--- config.mk ---
export PLATFORM = sky130hd
export DESIGN_NAME = scancode_line_editor_core
export DESIGN_NICKNAME = d
export VERILOG_FILES = /design/src/sv/sled_pkg.sv /design/src/sv/sled_keymap.sv /design/src/sv/scancode_line_editor_core.sv
export SDC_FILE = /design/constraint.sdc
export NUM_CORES = 1
export LEC_CHECK = 0
export BUFFER_PORTS_ARGS = -buffer_cell sky130_fd_sc_hd__buf_2
export CELL_PAD_IN_SITES_DETAIL_PLACEMENT = 1
export CELL_PAD_IN_SITES_GLOBAL_PLACEMENT = 1
export CORE_MARGIN = 8
export CORE_UTILIZATION = 33
export CTS_BUF_LIST = sky130_fd_sc_hd__clkbuf_8
export DETAILED_ROUTE_END_ITERATION = 10
export HOLD_SLACK_MARGIN = 0.06
export PLACE_DENSITY_LB_ADDON = 0.08
export SLEW_MARGIN = 20
export SYNTH_ARGS = -nofsm -noshare
export SYNTH_HDL_FRONTEND = slang
export SYNTH_SLANG_ARGS = --single-unit
export TNS_END_PERCENT = 1
--- constraint.sdc ---
create_clock -name clk -period 13.67 [get_ports clk]
set_input_delay 3.4175 -clock clk [delete_from_list [all_inputs] [get_ports clk]]
set_output_delay 3.4175 -clock clk [all_outputs]
set_load 0.03 [all_outputs]
--- src/sv/sled_pkg.sv ---
`default_nettype none
// ----------------------------------------------------------------------------
// sled_pkg
// Shared types and constants of the scancode line editor: key tables,
// special character codes and the decoded key record.
// ----------------------------------------------------------------------------
package sled_pkg;

    localparam int unsigned ROM_SIZE = 73;

    localparam logic [7:0] KEY_LSHIFT   = 8'h04;
    localparam logic [7:0] KEY_RSHIFT   = 8'h05;
    localparam logic [7:0] CH_NONE      = 8'h00;
    localparam logic [7:0] CH_BACKSPACE = 8'h08;
    localparam logic [7:0] CH_NEWLINE   = 8'h0A;

    localparam logic [7:0] ROM_LOWER [0:ROM_SIZE-1] = '{
        8'h60, 8'h00, 8'h31, 8'h32, 8'h33, 8'h34, 8'h35, 8'h36, 8'h37, 8'h38,
        8'h39, 8'h30, 8'h2D, 8'h3D, 8'h08, 8'h01, 8'h71, 8'h77, 8'h65, 8'h72,
        8'h74, 8'h79, 8'h75, 8'h69, 8'h6F, 8'h70, 8'h5B, 8'h5D, 8'h0A, 8'h02,
        8'h61, 8'h73, 8'h64, 8'h66, 8'h67, 8'h68, 8'h6A, 8'h6B, 8'h6C, 8'h3B,
        8'h27, 8'h3F, 8'h04, 8'h3F, 8'h7A, 8'h78, 8'h63, 8'h76, 8'h62, 8'h6E,
        8'h6D, 8'h2C, 8'h2E, 8'h2F, 8'h05, 8'h5F, 8'h5F, 8'h20, 8'h5F, 8'h5F,
        8'h5F, 8'h5F, 8'h5F, 8'h5F, 8'h5F, 8'h5F, 8'h5F, 8'h5F, 8'h5F, 8'h5F,
        8'h5F, 8'h5F, 8'h5F
    };

    localparam logic [7:0] ROM_UPPER [0:ROM_SIZE-1] = '{
        8'h7E, 8'h00, 8'h21, 8'h40, 8'h23, 8'h24, 8'h25, 8'h5E, 8'h26, 8'h2A,
        8'h28, 8'h29, 8'h5F, 8'h2B, 8'h08, 8'h01, 8'h51, 8'h57, 8'h45, 8'h52,
        8'h54, 8'h59, 8'h55, 8'h49, 8'h4F, 8'h50, 8'h7B, 8'h7D, 8'h0A, 8'h02,
        8'h41, 8'h53, 8'h44, 8'h46, 8'h47, 8'h48, 8'h4A, 8'h4B, 8'h4C, 8'h3A,
        8'h22, 8'h3F, 8'h04, 8'h3F, 8'h5A, 8'h58, 8'h43, 8'h56, 8'h42, 8'h4E,
        8'h4D, 8'h3C, 8'h3E, 8'h3F, 8'h05, 8'h5F, 8'h5F, 8'h20, 8'h5F, 8'h5F,
        8'h5F, 8'h5F, 8'h5F, 8'h5F, 8'h5F, 8'h5F, 8'h5F, 8'h5F, 8'h5F, 8'h5F,
        8'h5F, 8'h5F, 8'h5F
    };

    // Decoded key event
    typedef struct packed {
        logic       toggle;     // shift key, press or release
        logic       hit;        // non-shift, non-null press: echo and edit
        logic       backspace;
        logic       newline;
        logic [7:0] ch;
    } sled_key_t;

endpackage
`default_nettype wire

--- src/sv/sled_keymap.sv ---
`default_nettype none
// ----------------------------------------------------------------------------
// sled_keymap
// Scancode to character lookup through the shift-selected table, and
// classification of the key event.
// ----------------------------------------------------------------------------
module sled_keymap (
    input  wire logic [7:0]       scancode,
    input  wire logic             released,
    input  wire logic             shift,
    output sled_pkg::sled_key_t   key
);
    import sled_pkg::*;

    logic       in_range;
    logic [6:0] idx;
    logic [7:0] ch;
    logic       is_shift;

    assign in_range = (scancode < 8'(ROM_SIZE));
    assign idx      = in_range ? scancode[6:0] : 7'd0;
    assign ch       = shift ? ROM_UPPER[idx] : ROM_LOWER[idx];
    assign is_shift = (ch == KEY_LSHIFT) || (ch == KEY_RSHIFT);

    // Drop out-of-table codes, the null character and plain releases
    assign key.toggle    = in_range && is_shift;
    assign key.hit       = in_range && !is_shift && (ch != CH_NONE) && !released;
    assign key.backspace = (ch == CH_BACKSPACE);
    assign key.newline   = (ch == CH_NEWLINE);
    assign key.ch        = ch;

endmodule
`default_nettype wire

--- src/sv/scancode_line_editor_core.sv ---
`default_nettype none
// ----------------------------------------------------------------------------
// scancode_line_editor_core
// Keyboard scancode decoder with a one-line editor: echoes typed characters,
// keeps the line in a small memory and reads it out on completion.
// ----------------------------------------------------------------------------
//
//  channel | handshake           | payload                 | items per event
//  --------+---------------------+-------------------------+-----------------
//  in      | in_valid / in_ready | scancode, released      | one key event
//  out     | out_valid/out_ready | kind, character, last   | 0 .. LINE_LEN
//
//  Shift keys and ignored events leave the editor idle; the next item may follow.
//  A typed character is accepted in idle, then its echo is loaded for output.
//  A completed line is then read out character by character through the
//  single registered read port of the line memory.
//  Reset clears the shift flag, the position and the control state; the
//  line memory needs no clearing pass, only written entries are read.
//  A stall on out holds the output register; input waits until idle.
//
module scancode_line_editor_core #(
    parameter int unsigned LINE_LEN = 64
) (
    input  wire logic       clk,
    input  wire logic       rst_n,

    input  wire logic       in_valid,
    output logic            in_ready,
    input  wire logic [7:0] scancode,
    input  wire logic       released,

    output logic            out_valid,
    input  wire logic       out_ready,
    output logic            kind,
    output logic [7:0]      character,
    output logic            last
);
    import sled_pkg::*;

    localparam int unsigned PW = (LINE_LEN > 2) ? $clog2(LINE_LEN) : 1;

    typedef enum logic [1:0] {
        ST_IDLE,
        ST_ECHO,
        ST_READ
    } state_t;

    // ------------------------------------------------------------------
    // Registers
    // ------------------------------------------------------------------
    state_t         state_reg,     state_next;
    logic           shift_reg,     shift_next;
    logic [PW-1:0]  pos_reg,       pos_next;
    logic [PW-1:0]  len_reg,       len_next;
    logic [PW-1:0]  rd_cnt_reg,    rd_cnt_next;
    logic           rd_pend_reg,   rd_pend_next;
    logic [7:0]     echo_ch_reg,   echo_ch_next;
    logic           echo_last_reg, echo_last_next;
    logic           out_valid_reg, out_valid_next;
    logic           kind_reg,      kind_next;
    logic [7:0]     char_reg,      char_next;
    logic           last_reg,      last_next;

    // Line memory: one write port, one registered read port
    logic [7:0]     line_mem [0:LINE_LEN-1];
    logic [7:0]     rd_data_reg;

    sled_key_t      key;
    logic           accept;
    logic           slot_free;
    logic           wr_en;
    logic           rd_en;
    logic           consume;
    logic           issue;
    logic           done;
    logic [PW-1:0]  pos_inc;

    sled_keymap u_keymap (
        .scancode (scancode),
        .released (released),
        .shift    (shift_reg),
        .key      (key)
    );

    assign in_ready  = (state_reg == ST_IDLE);
    assign accept    = in_valid && in_ready;
    // The output register takes a new item when empty or being drained
    assign slot_free = !out_valid_reg || out_ready;
    assign pos_inc   = pos_reg + PW'(1);
    // Complete on a newline or once LINE_LEN-1 characters are held
    assign done      = key.newline || (pos_inc >= PW'(LINE_LEN - 1));

    // Readout: the pending word in rd_data_reg leaves when the slot is free;
    // issue the next read while characters remain and the read register is free or emptying
    assign consume   = (state_reg == ST_READ) && rd_pend_reg && slot_free;
    assign issue     = (state_reg == ST_READ) && (rd_cnt_reg < len_reg)
                       && (!rd_pend_reg || consume);
    assign rd_en     = issue;

    always_comb
    begin
        state_next     = state_reg;
        shift_next     = shift_reg;
        pos_next       = pos_reg;
        len_next       = len_reg;
        rd_cnt_next    = rd_cnt_reg;
        rd_pend_next   = rd_pend_reg;
        echo_ch_next   = echo_ch_reg;
        echo_last_next = echo_last_reg;
        out_valid_next = out_valid_reg;
        kind_next      = kind_reg;
        char_next      = char_reg;
        last_next      = last_reg;
        wr_en          = 1'b0;

        if (out_valid_reg && out_ready)
        begin
            out_valid_next = 1'b0;
        end

        case (state_reg)
            ST_IDLE:
            begin
                if (accept)
                begin
                    if (key.toggle)
                    begin
                        shift_next = !shift_reg;
                    end
                    else if (key.hit)
                    begin
                        echo_ch_next = key.ch;
                        state_next   = ST_ECHO;
                        if (key.backspace && (pos_reg != '0))
                        begin
                            // Step back, echo only
                            pos_next       = pos_reg - PW'(1);
                            echo_last_next = 1'b1;
                        end
                        else
                        begin
                            // Store, and hand the line over when complete
                            wr_en          = 1'b1;
                            echo_last_next = !done;
                            if (done)
                            begin
                                len_next = pos_inc;
                                pos_next = '0;
                            end
                            else
                            begin
                                pos_next = pos_inc;
                            end
                        end
                    end
                end
            end

            ST_ECHO:
            begin
                if (slot_free)
                begin
                    out_valid_next = 1'b1;
                    kind_next      = 1'b0;
                    char_next      = echo_ch_reg;
                    last_next      = echo_last_reg;
                    rd_cnt_next    = '0;
                    rd_pend_next   = 1'b0;
                    state_next     = echo_last_reg ? ST_IDLE : ST_READ;
                end
            end

            ST_READ:
            begin
                if (consume)
                begin
                    out_valid_next = 1'b1;
                    kind_next      = 1'b1;
                    char_next      = rd_data_reg;
                    last_next      = (rd_cnt_reg == len_reg);
                    if (rd_cnt_reg == len_reg)
                    begin
                        state_next = ST_IDLE;
                    end
                end
                if (issue)
                begin
                    rd_cnt_next  = rd_cnt_reg + PW'(1);
                    rd_pend_next = 1'b1;
                end
                else if (consume)
                begin
                    rd_pend_next = 1'b0;
                end
            end

            default:
            begin
                state_next = ST_IDLE;
            end
        endcase
    end

    always_ff @(posedge clk or negedge rst_n)
    begin
        if (!rst_n)
        begin
            state_reg     <= ST_IDLE;
            shift_reg     <= 1'b0;
            pos_reg       <= '0;
            len_reg       <= '0;
            rd_cnt_reg    <= '0;
            rd_pend_reg   <= 1'b0;
            echo_last_reg <= 1'b0;
            out_valid_reg <= 1'b0;
            kind_reg      <= 1'b0;
            char_reg      <= '0;
            last_reg      <= 1'b0;
        end
        else
        begin
            state_reg     <= state_next;
            shift_reg     <= shift_next;
            pos_reg       <= pos_next;
            len_reg       <= len_next;
            rd_cnt_reg    <= rd_cnt_next;
            rd_pend_reg   <= rd_pend_next;
            echo_last_reg <= echo_last_next;
            out_valid_reg <= out_valid_next;
            kind_reg      <= kind_next;
            char_reg      <= char_next;
            last_reg      <= last_next;
        end
    end

    // Echo character register: no reset
    always_ff @(posedge clk)
    begin
        echo_ch_reg <= echo_ch_next;
    end

    // Line memory; writes happen only in idle and reads only during readout
    always_ff @(posedge clk)
    begin
        if (wr_en)
        begin
            line_mem[pos_reg] <= key.ch;
        end
        if (rd_en)
        begin
            rd_data_reg <= line_mem[rd_cnt_reg];
        end
    end

    assign out_valid = out_valid_reg;
    assign kind      = kind_reg;
    assign character = char_reg;
    assign last      = last_reg;

`ifndef SYNTHESIS
    a_pos_bound: assert property (@(posedge clk) disable iff (!rst_n)
        pos_reg <= PW'(LINE_LEN - 2))
        else $error("line position beyond the line limit");

    a_rd_bound: assert property (@(posedge clk) disable iff (!rst_n)
        (state_reg == ST_READ) |-> (rd_cnt_reg <= len_reg))
        else $error("readout ran past the stored line");

    a_line_end: assert property (@(posedge clk) disable iff (!rst_n)
        (consume && (rd_cnt_reg == len_reg)) |=> in_ready)
        else $error("editor not idle after the last line character");

    a_line_mid: assert property (@(posedge clk) disable iff (!rst_n)
        (out_valid && kind && !last) |-> (state_reg == ST_READ))
        else $error("readout left before the last line character");

    a_no_write_in_read: assert property (@(posedge clk) disable iff (!rst_n)
        wr_en |-> (state_reg == ST_IDLE) && !rd_pend_reg)
        else $error("line memory written during readout");
`endif

endmodule
`default_nettype wire

Yosys cells after proc, flatten, opt, wreduce, memory -nomap -nowiden:

Memories as Yosys holds them, arrays and structs flattened. A register that Yosys moved wholly into a read port is not among the register bits.
Cells that the tools add are included.

* register bits: 42
* RAM bits: 512
* memory bits (read-only): 2048
* input port bits: 13
* output and inout bits: 12
* word-level logic and storage cells: 115
* memories kept: 3

* add/sub/neg operators: 3
* magnitude comparators: 4
* equal/unequal tests: 15
* multiplexer cells: 43
* bitwise operators: 3
* reduce and logical (&&, ||, !) cells: 32

Memories
* (name not given): words 128, bits a word 8, read ports 1, clocked after memory_dff 0, wr ports 0, line sled_keymap.sv:22 `assign ch = shift ? ROM_UPPER[idx] : ROM_LOWER[idx];`
* (name not given): words 128, bits a word 8, read ports 1, clocked after memory_dff 0, wr ports 0, line sled_keymap.sv:22
* line_mem: words 64, bits a word 8, read ports 1, clocked after memory_dff 1, wr ports 1, line scancode_line_editor_core.sv:65 `logic [7:0] line_mem [0:LINE_LEN-1];`

Operator list (number)
* 2-to-1 mux 8 bit: 7
* 2-to-1 mux 6 bit: 4
* 2-to-1 mux 1 bit: 17
* equality test 8 x 3 -> 1 bit (second input constant): 2
* equality test 8 x 4 -> 1 bit (second input constant): 2
* case mux 8 bit (2 select lines): 1
* 2-to-1 mux 2 bit: 7
* adder 6 x 1 -> 6 bit (second input constant): 2
* case mux 6 bit (2 select lines): 1
* AND reduction 3 bit: 4
* AND reduction 6 bit: 2
* logical AND 1 bit: 11
* greater-or-equal comparator 8 bit (second input constant): 1
* < comparator 8 x 7 -> 1 bit (second input constant): 1
* != test 2 bit (second input constant): 4
* inverter 7 -> 8 bit: 1
* case mux 1 bit (2 select lines): 4
* nonzero test 8 bit: 1
* 2-to-1 mux 7 bit: 1
* equality test 6 bit: 1
* greater-or-equal comparator 6 bit (second input constant): 1
* logical NOT 1 bit: 6
* < comparator 6 bit: 1
* != test 2 x 1 -> 1 bit (second input constant): 3
* other kinds (11): 15

Longest topological paths before layout:

Gate-level depths: netlist of the first run.

* word-level depth: 19
* mapped depth: 18
* gate-level depth less buffers: 14

Modules after synthesis:

Synthesis of the first run repeated with hierarchy kept, for this count alone.

* cell total of the unflattened synthesis: 1453
* area total of the unflattened synthesis: 24234.5 sq um

Modules (own cells, without submodules)
* scancode_line_editor_core: times used 1, cells each 1213, area each 22633.0 sq um, sequential area each 16706.0 sq um
* sled_keymap: times used 1, cells each 240, area each 1601.5 sq um, sequential area each 0.0 sq um

Worst setup path before layout of the first run:

OpenSTA, ideal clock, no wires.

* kind: input port to flip-flop
* start: in scancode[2]
* end: mem line_mem[31][0] (enable)
* data arrival time: 10181 ps
* data required time: 13310 ps
* slack: 3129 ps
* cell stages on the path: 15
* path buffers: 2
* path through: or3_4 > a311oi_4 > nand2_1 > inv_1 > ha_1 > a21boi_0 > a211o_1 > a221oi_2 > o32ai_1 > nand2_1 > a31oi_1 > clkbuf_1 > buf_2 > nand3_1 > nor2_1

RTL lines
* from (decl): line scancode_line_editor_core.sv:29 `input wire logic [7:0] scancode,`
* to (decl): line scancode_line_editor_core.sv:65

==> results of run 1 <==
[critical path, cell delays in order]
cell and delay, ps:
buf_2 260, or3_4 490, a311oi_4 520, nand2_1 310
inv_1 250, ha_1 380, nor4bb_1 560, nand2_1 160
o211ai_1 220, o311a_1 170, o31a_2 500, buf_4 600
or4b_1 320, or3_1 460, nand4_1 890, nor2_1 830
[final cells by class]
cell class,instances,share of cell area (%)
inverter,31,0.490
timing repair buffer,41,1.04
clock buffer,86,4.93
tap,855,4.46
clock inverter,71,1.60
sequential,495,61.3
multi-input combinational,589,26.2
[routing by layer]
metal  wire length (um)  vias to the layer above  part of all wire, %
li1                   -                     4978                    -
met1              27500                     6162                   46
met2              28800                      288                   48
met3               2370                       91                  3.9
met4               1370                        0                  2.3
met5                  0                        -                    0
[cell families (layout without fill, tap and decap cells)]
family | count (synthesis) | in the layout | synth area share (%)
AOI/OAI and AO/OA | 145 | 145 | 4.84
xor gates and xnor gates | 11 | 11 | 0.451
adders and majority gates | 28 | 28 | 1.63
buffers and inverters | 104 | 229 | 1.97
DFF | 495 | 495 | 68.9
muxes | 170 | 170 | 16.6
other | 1 | 1 | 0.0176
and+or+nand+nor | 234 | 234 | 5.60
[power by group through the flow]
stage | registers (mW) | clock network, mW | logic (mW)
2_1_floorplan | 1.90 | 0 | 0.567
3_3_place_gp | 1.93 | 0 | 0.892
3_5_place_dp | 1.93 | 0 | 0.891
4_1_cts | 1.90 | 1.30 | 0.892
5_1_grt | 1.91 | 1.35 | 0.940
6_report | 1.90 | 1.25 | 0.863
[how the worst max path moves through the flow]
stage | startpoint | endpoint | slack (ps) | cells after the start
2_1_floorplan | scancode[2] | line_mem[31][0]$_DFFE_PP_ | 3130 | 15
3_3_place_gp | scancode[2] | line_mem[20][6]$_DFFE_PP_ | 3120 | 16
3_5_place_dp | scancode[2] | line_mem[11][6]$_DFFE_PP_ | 2910 | 16
4_1_cts | scancode[2] | line_mem[11][2]$_DFFE_PP_ | 3600 | 16
5_1_grt | scancode[2] | line_mem[43][2]$_DFFE_PP_ | 3150 | 16
6_report | scancode[2] | line_mem[11][4]$_DFFE_PP_ | 3580 | 16
[layout by cell type (no fill, tap or decap), types with 5 or more instances in the layout]
master / n
o21ai_0: 27
mux2_2: 6
ha_1: 27
a31oi_1: 9
edfxtp_1: 462
a22oi_1: 6
nand3b_1: 5
nor2b_1: 6
nor3_1: 15
o22ai_1: 5
nand3_1: 14
nor4_1: 6
nor2_1: 90
clkbuf_8: 86
mux4_2: 147
clkinv_2: 16
o31ai_1: 6
clkinv_1: 25
nor3b_1: 5
xnor2_1: 8
mux2i_1: 17
nand4_1: 8
nand2_1: 35
buf_4: 18
o21a_1: 5
buf_2: 23
nand2b_1: 14
a21oi_1: 28
dfrtp_1: 30
inv_1: 53
==> results.txt, run 1 <==
per-cell routed wire length -> 27.7 um
clk_skew -> 38.7 ps
Die ar. -> 0.0731 mm^2
maxcap violations -> 0
ANT nets after route -> 0
critical path startpoint category -> input port
gpl congestion -> 0.833
# port buffers -> 23
Rel. slew slack -> 32.2%
FP Rows -> 93
mean post-synth cell area -> 18.0 um^2
Fin. Hold Viols -> 0
Clock Sinks -> 495
max frequency -> 99.1 MHz
hold depth -> 2
Diodes inserted -> 0
fraction of layout cells with a size suffix above 1 -> 24.9%
worst slew pin tran -> 1010 ps
hold path start -> kind$_DFFE_PN0P_
chip height -> 270 um
final setup fails -> 0
All-Layer GR Usage -> 16.4%
multi-input logic area -> 0.00628 mm^2
Most used DFF post-synth -> edfxtp_1
# H-tree levels -> 3
Logic pwr share -> 21.5%
worst hold path endpoint -> kind$_DFFE_PN0P_
number of flip-flops in the largest register -> 448
Clock transition at path regs -> 60 ps
post-route insts no fill -> 2168
via count -> 11519
Max clock buf depth -> 3
setup ws final -> 3580 ps
Inst Count DP -> 2011
Critical Path AT -> 10370 ps
largest net degree at the start of global routing -> 70
Static Leak -> 7.48 nW
dpl ws -> 2910 ps
WS Path Type -> input port to flip-flop
Post-synth EDFFs -> 462
Setup Buffers After CTS -> 0
Syn Nets -> 1228
# fillers -> 6435
Critical R2R Capture -> line_mem[11][4]$_DFFE_PP_
sequential share of the synthesized area -> 68.9%
power density of the placed cells -> 167 mW/mm^2
CORE AREA -> 0.0642 mm^2
fin crit period -> 10090 ps
Crit Path Max Fanout -> 47
grt met3 use -> 3.01%
Worst VDD drop -> 0.0000818 V
flop-to-flop setup slack -> 7840 ps
RSZ-0062 raised after global routing -> false
Cell Area, Synth -> 0.0213 mm^2
Reg2Reg Depth -> 10
most flop-heavy register -> line_mem
FFs w/ async S/R, synth -> 6.67%
vias in the first global route -> 12353
HPWL after DPL -> 37600 um
Net Sw Frac -> 30.9%
Util after Layout -> 37.4%
most common cell in the netlist -> edfxtp_1
setup TNS -> 0 ps
final WL -> 60100 um
Reg power frac -> 47.3%
grt peak-use layer -> met2
Hold Path Class -> flip-flop to flip-flop
Clk network pwr share -> 31.2%
# nets final -> 1284
post-synthesis sequential element count -> 495
Min Hold Slack -> 478 ps
CTS tree -> built
outcome -> finished clean
Distinct cells, synth -> 78
initial core utilization -> 33.2%
Power, Total -> 4.01 mW
cell count after synthesis -> 1188
cts bufs inserted -> 86
Sw Pwr -> 1.24 mW
global routing usage on met2 -> 26.6%
First-pass DRT Iterations -> 5
post-CTS sizing -> 0
Vias/cell -> 5.31
CTS root buf -> clkbuf_8
clk_lat worst skew -> 680 ps
Synth Warn # -> 0
P&R area growth vs syn -> 12.4%
internal power -> 2.77 mW
area leader, netlist -> edfxtp_1
Die Wd -> 270 um
flip-flop and latch area -> 0.0147 mm^2
global-route wire length before repair -> 89100 um
hold_buf cts -> 0
Final Cycle Share -> 73.8%
crit path capture type -> flip-flop
area post-placement -> 0.0224 mm^2
Synth top area share -> 65.0%
Post-route DRC -> 0
top cells by area, synth -> edfxtp_1, mux4_2, dfrtp_1
final max-slew violation count -> 0
grt total ovfl -> 0
number of antenna violations at the first check in global routing -> 0
synth cell count leaders -> edfxtp_1, mux4_2, nor2_1, clkbuf_1, nand2_1
r2r startpoint -> shift_reg$_DFFE_PN0P_
met1 usage -> 22.6%
Initial DRC Count -> 699
IO Count -> 25
Design Area, Final -> 0.0240 mm^2
worst path required time -> 13950 ps
(Power assumes the default switching activity.)
==> inputs of run 2 (changes only) <==
clock period = 10.5 ns   (was 13.67 ns; I/O delays follow)
==> run 2 against run 1 <==
Against the previous run: die area stayed put; clock skew is 14 ps lower; critical path type unchanged; highest routed layer is now met5; sequential power is 28% higher; global-route usage is 0.16 points higher; via count is 1.2% higher; register-to-register slack worse by 2500 ps; wire length is 1.0% higher; clock power is 26% higher; non-clock buffer count is 10 higher; final area is 0.14% higher; first-iteration DRC count is 32% higher; critical endpoint is now line_mem[32][2]$_DFFE_PP_; worst setup slack worse by 1700 ps.
==> results.txt, run 2 (synthesis gave the netlist of run 1 again) <==
post-route insts no fill -> 2178 (+0.46%)
post-CTS sizing -> 0 (unchanged)
per-cell routed wire length -> 27.9 um (+0.56%)
detailed-routed wire length on met3 -> 2730 um (+15%)
Inst Count DP -> 2021 (+0.50%)
CTS tree -> built
Setup Buffers After CTS -> 0 (unchanged)
Crit Path Max Fanout -> 29 (-38%)
Reg power frac -> 47.1% (-0.2 points)
Hold Path Class -> flip-flop to flip-flop
Max clock buf depth -> 3 (unchanged)
Critical Path AT -> 8900 ps (-1470 ps)
ANT nets after route -> 0 (unchanged)
Die ar. -> 0.0731 mm^2 (unchanged)
grt total ovfl -> 0 (unchanged)
largest net degree at the start of global routing -> 86 (+23%)
fin crit period -> 8620 ps
worst hold path endpoint -> character[0]$_DFFE_PN0P_
worst slew pin tran -> 981 ps (-32.6 ps)
FP Rows -> 93 (unchanged)
Worst VDD drop -> 0.000146 V (+79%)
hold depth -> 2 (unchanged)
power density of the placed cells -> 215 mW/mm^2 (+29%)
final setup fails -> 0 (unchanged)
P&R area growth vs syn -> 12.6%
Critical Path Most Common Cell -> nand2_1
chip height -> 270 um (unchanged)
top sig layer -> met5
Fin. Hold Viols -> 0 (unchanged)
Diodes inserted -> 0 (unchanged)
r2r startpoint -> shift_reg$_DFFE_PN0P_
First-pass DRT Iterations -> 5 (unchanged)
internal power -> 3.58 mW (+29%)
Critical Path Slowest Stage Cell -> nand3_1
flop-to-flop setup slack -> 5360 ps (-2480 ps)
CTS root buf -> clkbuf_8
Clock Sinks -> 495 (unchanged)
max frequency -> 116 MHz
crit path capture type -> flip-flop
Rel. slew slack -> 34.6% (+2.4 points)
maxcap violations -> 0 (unchanged)
Design Area, Final -> 0.0240 mm^2 (+0.14%)
# H-tree levels -> 3 (unchanged)
IO Count -> 25 (unchanged)
fraction of layout cells with a size suffix above 1 -> 24.6% (-0.26 points)
Final Cycle Share -> 82.1%
number of antenna violations at the first check in global routing -> 2 (+2)
most common cell after layout, fill and taps aside -> edfxtp_1
vias in the first global route -> 12376 (+0.19%)
outcome -> finished clean
Initial DRC Count -> 922 (+32%)
Clock transition at path regs -> 60 ps (about the same)
Critical R2R Capture -> line_mem[32][2]$_DFFE_PP_
clk_lat worst skew -> 660 ps (-20 ps)
Net Sw Frac -> 30.9% (+0.033 points)
All-Layer GR Usage -> 16.6% (+0.16 points)
WL met2 -> 28500 um (-1.0%)
number of flip-flops in the largest register -> 448 (unchanged)
WS Path Type -> input port to flip-flop
hold path start -> character[0]$_DFFE_PN0P_
Logic pwr share -> 22.3% (+0.8 points)
# port buffers -> 23 (unchanged)
gpl congestion -> 0.802 (-3.8%)
global-route wire length before repair -> 89800 um (+0.68%)
via count -> 11657 (+1.2%)
Clk network pwr share -> 30.6% (-0.6 points)
Power, Total -> 5.18 mW (+29%)
Worst Path Buf+Inv -> 2 (-1)
Die Wd -> 270 um (unchanged)
cts bufs inserted -> 84 (-2.3%)
final max-slew violation count -> 0 (unchanged)
most frequent cells in the layout -> edfxtp_1, mux4_2, nor2_1
Reg2Reg Depth -> 11 (+1)
initial core utilization -> 33.2% (unchanged)
Top Family by Delay on Critical Path -> simple AND/OR/NAND/NOR gates
setup TNS -> 0 ps (unchanged)
critical path startpoint category -> input port
Util after Layout -> 37.4% (+0.051 points)
final WL -> 60700 um (+1.0%)
Sw Pwr -> 1.60 mW (+29%)
hold_buf cts -> 0 (unchanged)
Static Leak -> 7.51 nW (+0.46%)
RSZ-0062 raised after global routing -> false
# nets final -> 1292 (+0.62%)
clk_skew -> 24.9 ps (-13.8 ps)
DRT met1 WL -> 28100 um (+2.1%)
HPWL after DPL -> 37500 um (-0.20%)
cells along the critical path -> buf_2, or3_4, a311oi_4, nand2_1, inv_1, ha_1, nor4bb_1, nand2_1, o211ai_1, o311a_1, o31a_2, nor3b_1, a31oi_2, nand3_1, nor2_1
area post-placement -> 0.0225 mm^2 (+0.37%)
CORE AREA -> 0.0642 mm^2 (unchanged)
Vias/cell -> 5.35 (+0.73%)
worst path required time -> 10780 ps (-3170 ps)
slowest cell delay on critical path -> 860 ps (-30 ps)
most flop-heavy register -> line_mem
Post-route DRC -> 0 (unchanged)
-- run 2: cell count changes in the layout (fill, tap and decap cells not counted) --
| cell | change |
|---|---|
| buf_12 | +1 |
| clkbuf_8 | -1 |
| clkinv_4 | -1 |
| inv_6 | -1 |
| inv_12 | +1 |
| clkinv_8 | -2 |
| inv_1 | +9 |
| clkinv_1 | +2 |
| clkinv_2 | -9 |
| clkinvlp_4 | +2 |
| buf_4 | +9 |
| bufinv_16 | -1 |
| inv_8 | +1 |
-- run 2: worst max-delay path by stage --
stage | from | end | slack [ps] | cells after the start
2_1_floorplan | scancode[2] | line_mem[31][0]$_DFFE_PP_ | 750 | 15
3_3_place_gp | scancode[2] | line_mem[16][3]$_DFFE_PP_ | 1420 | 15
3_5_place_dp | scancode[2] | line_mem[32][2]$_DFFE_PP_ | 1320 | 16
4_1_cts | scancode[2] | line_mem[32][2]$_DFFE_PP_ | 2060 | 15
5_1_grt | scancode[2] | line_mem[48][1]$_DFFE_PP_ | 1500 | 15
6_report | scancode[2] | line_mem[32][2]$_DFFE_PP_ | 1880 | 15
-- run 2: per-stage QoR --
stage / hold slack [ps] / setup WS, ps
after floorplan: 476 / 751
after detailed placement: 472 / 1320
after global routing: 508 / 1500
final: 477 / 1880
after global placement: 458 / 1420
after CTS: 485 / 2060
-- run 2: worst register-to-register path: stages, from the launching register on --
cell and delay [ps]:
dfrtp_1 360, buf_4 210, nor4_1 390, a22oi_1 160, a2111oi_0 520, a311oi_1 150, o221ai_4 220, buf_4 670
nand2_1 310, or3_1 640, nand3_1 780, nor2_1 390
-- run 2: per-layer routing --
metal | global-route usage, % | vias up
met5 | 0 | -
met2 | 25.9 | 317
met4 | 4.56 | 4
li1 | - | 4988
met3 | 2.94 | 93
met1 | 23.6 | 6255
-- run 2: layout make-up --
cell class / count / area (um^2)
flip-flops and latches: 495 / 14700
repair buffers: 51 / 338
multi-input cells: 589 / 6280
clock inverters: 72 / 343
clock buffers: 85 / 1170
fillers: 6421 / 40200
well taps: 855 / 1070
inverters: 31 / 118
-- run 2: power by group through the flow --
stage          clock network [mW]  logic [mW]  registers (mW)
2_1_floorplan                   0       0.738            2.48
3_3_place_gp                    0        1.19            2.48
3_5_place_dp                    0        1.19            2.48
4_1_cts                      1.64        1.19            2.44
5_1_grt                      1.72        1.26            2.45
6_report                     1.58        1.16            2.44
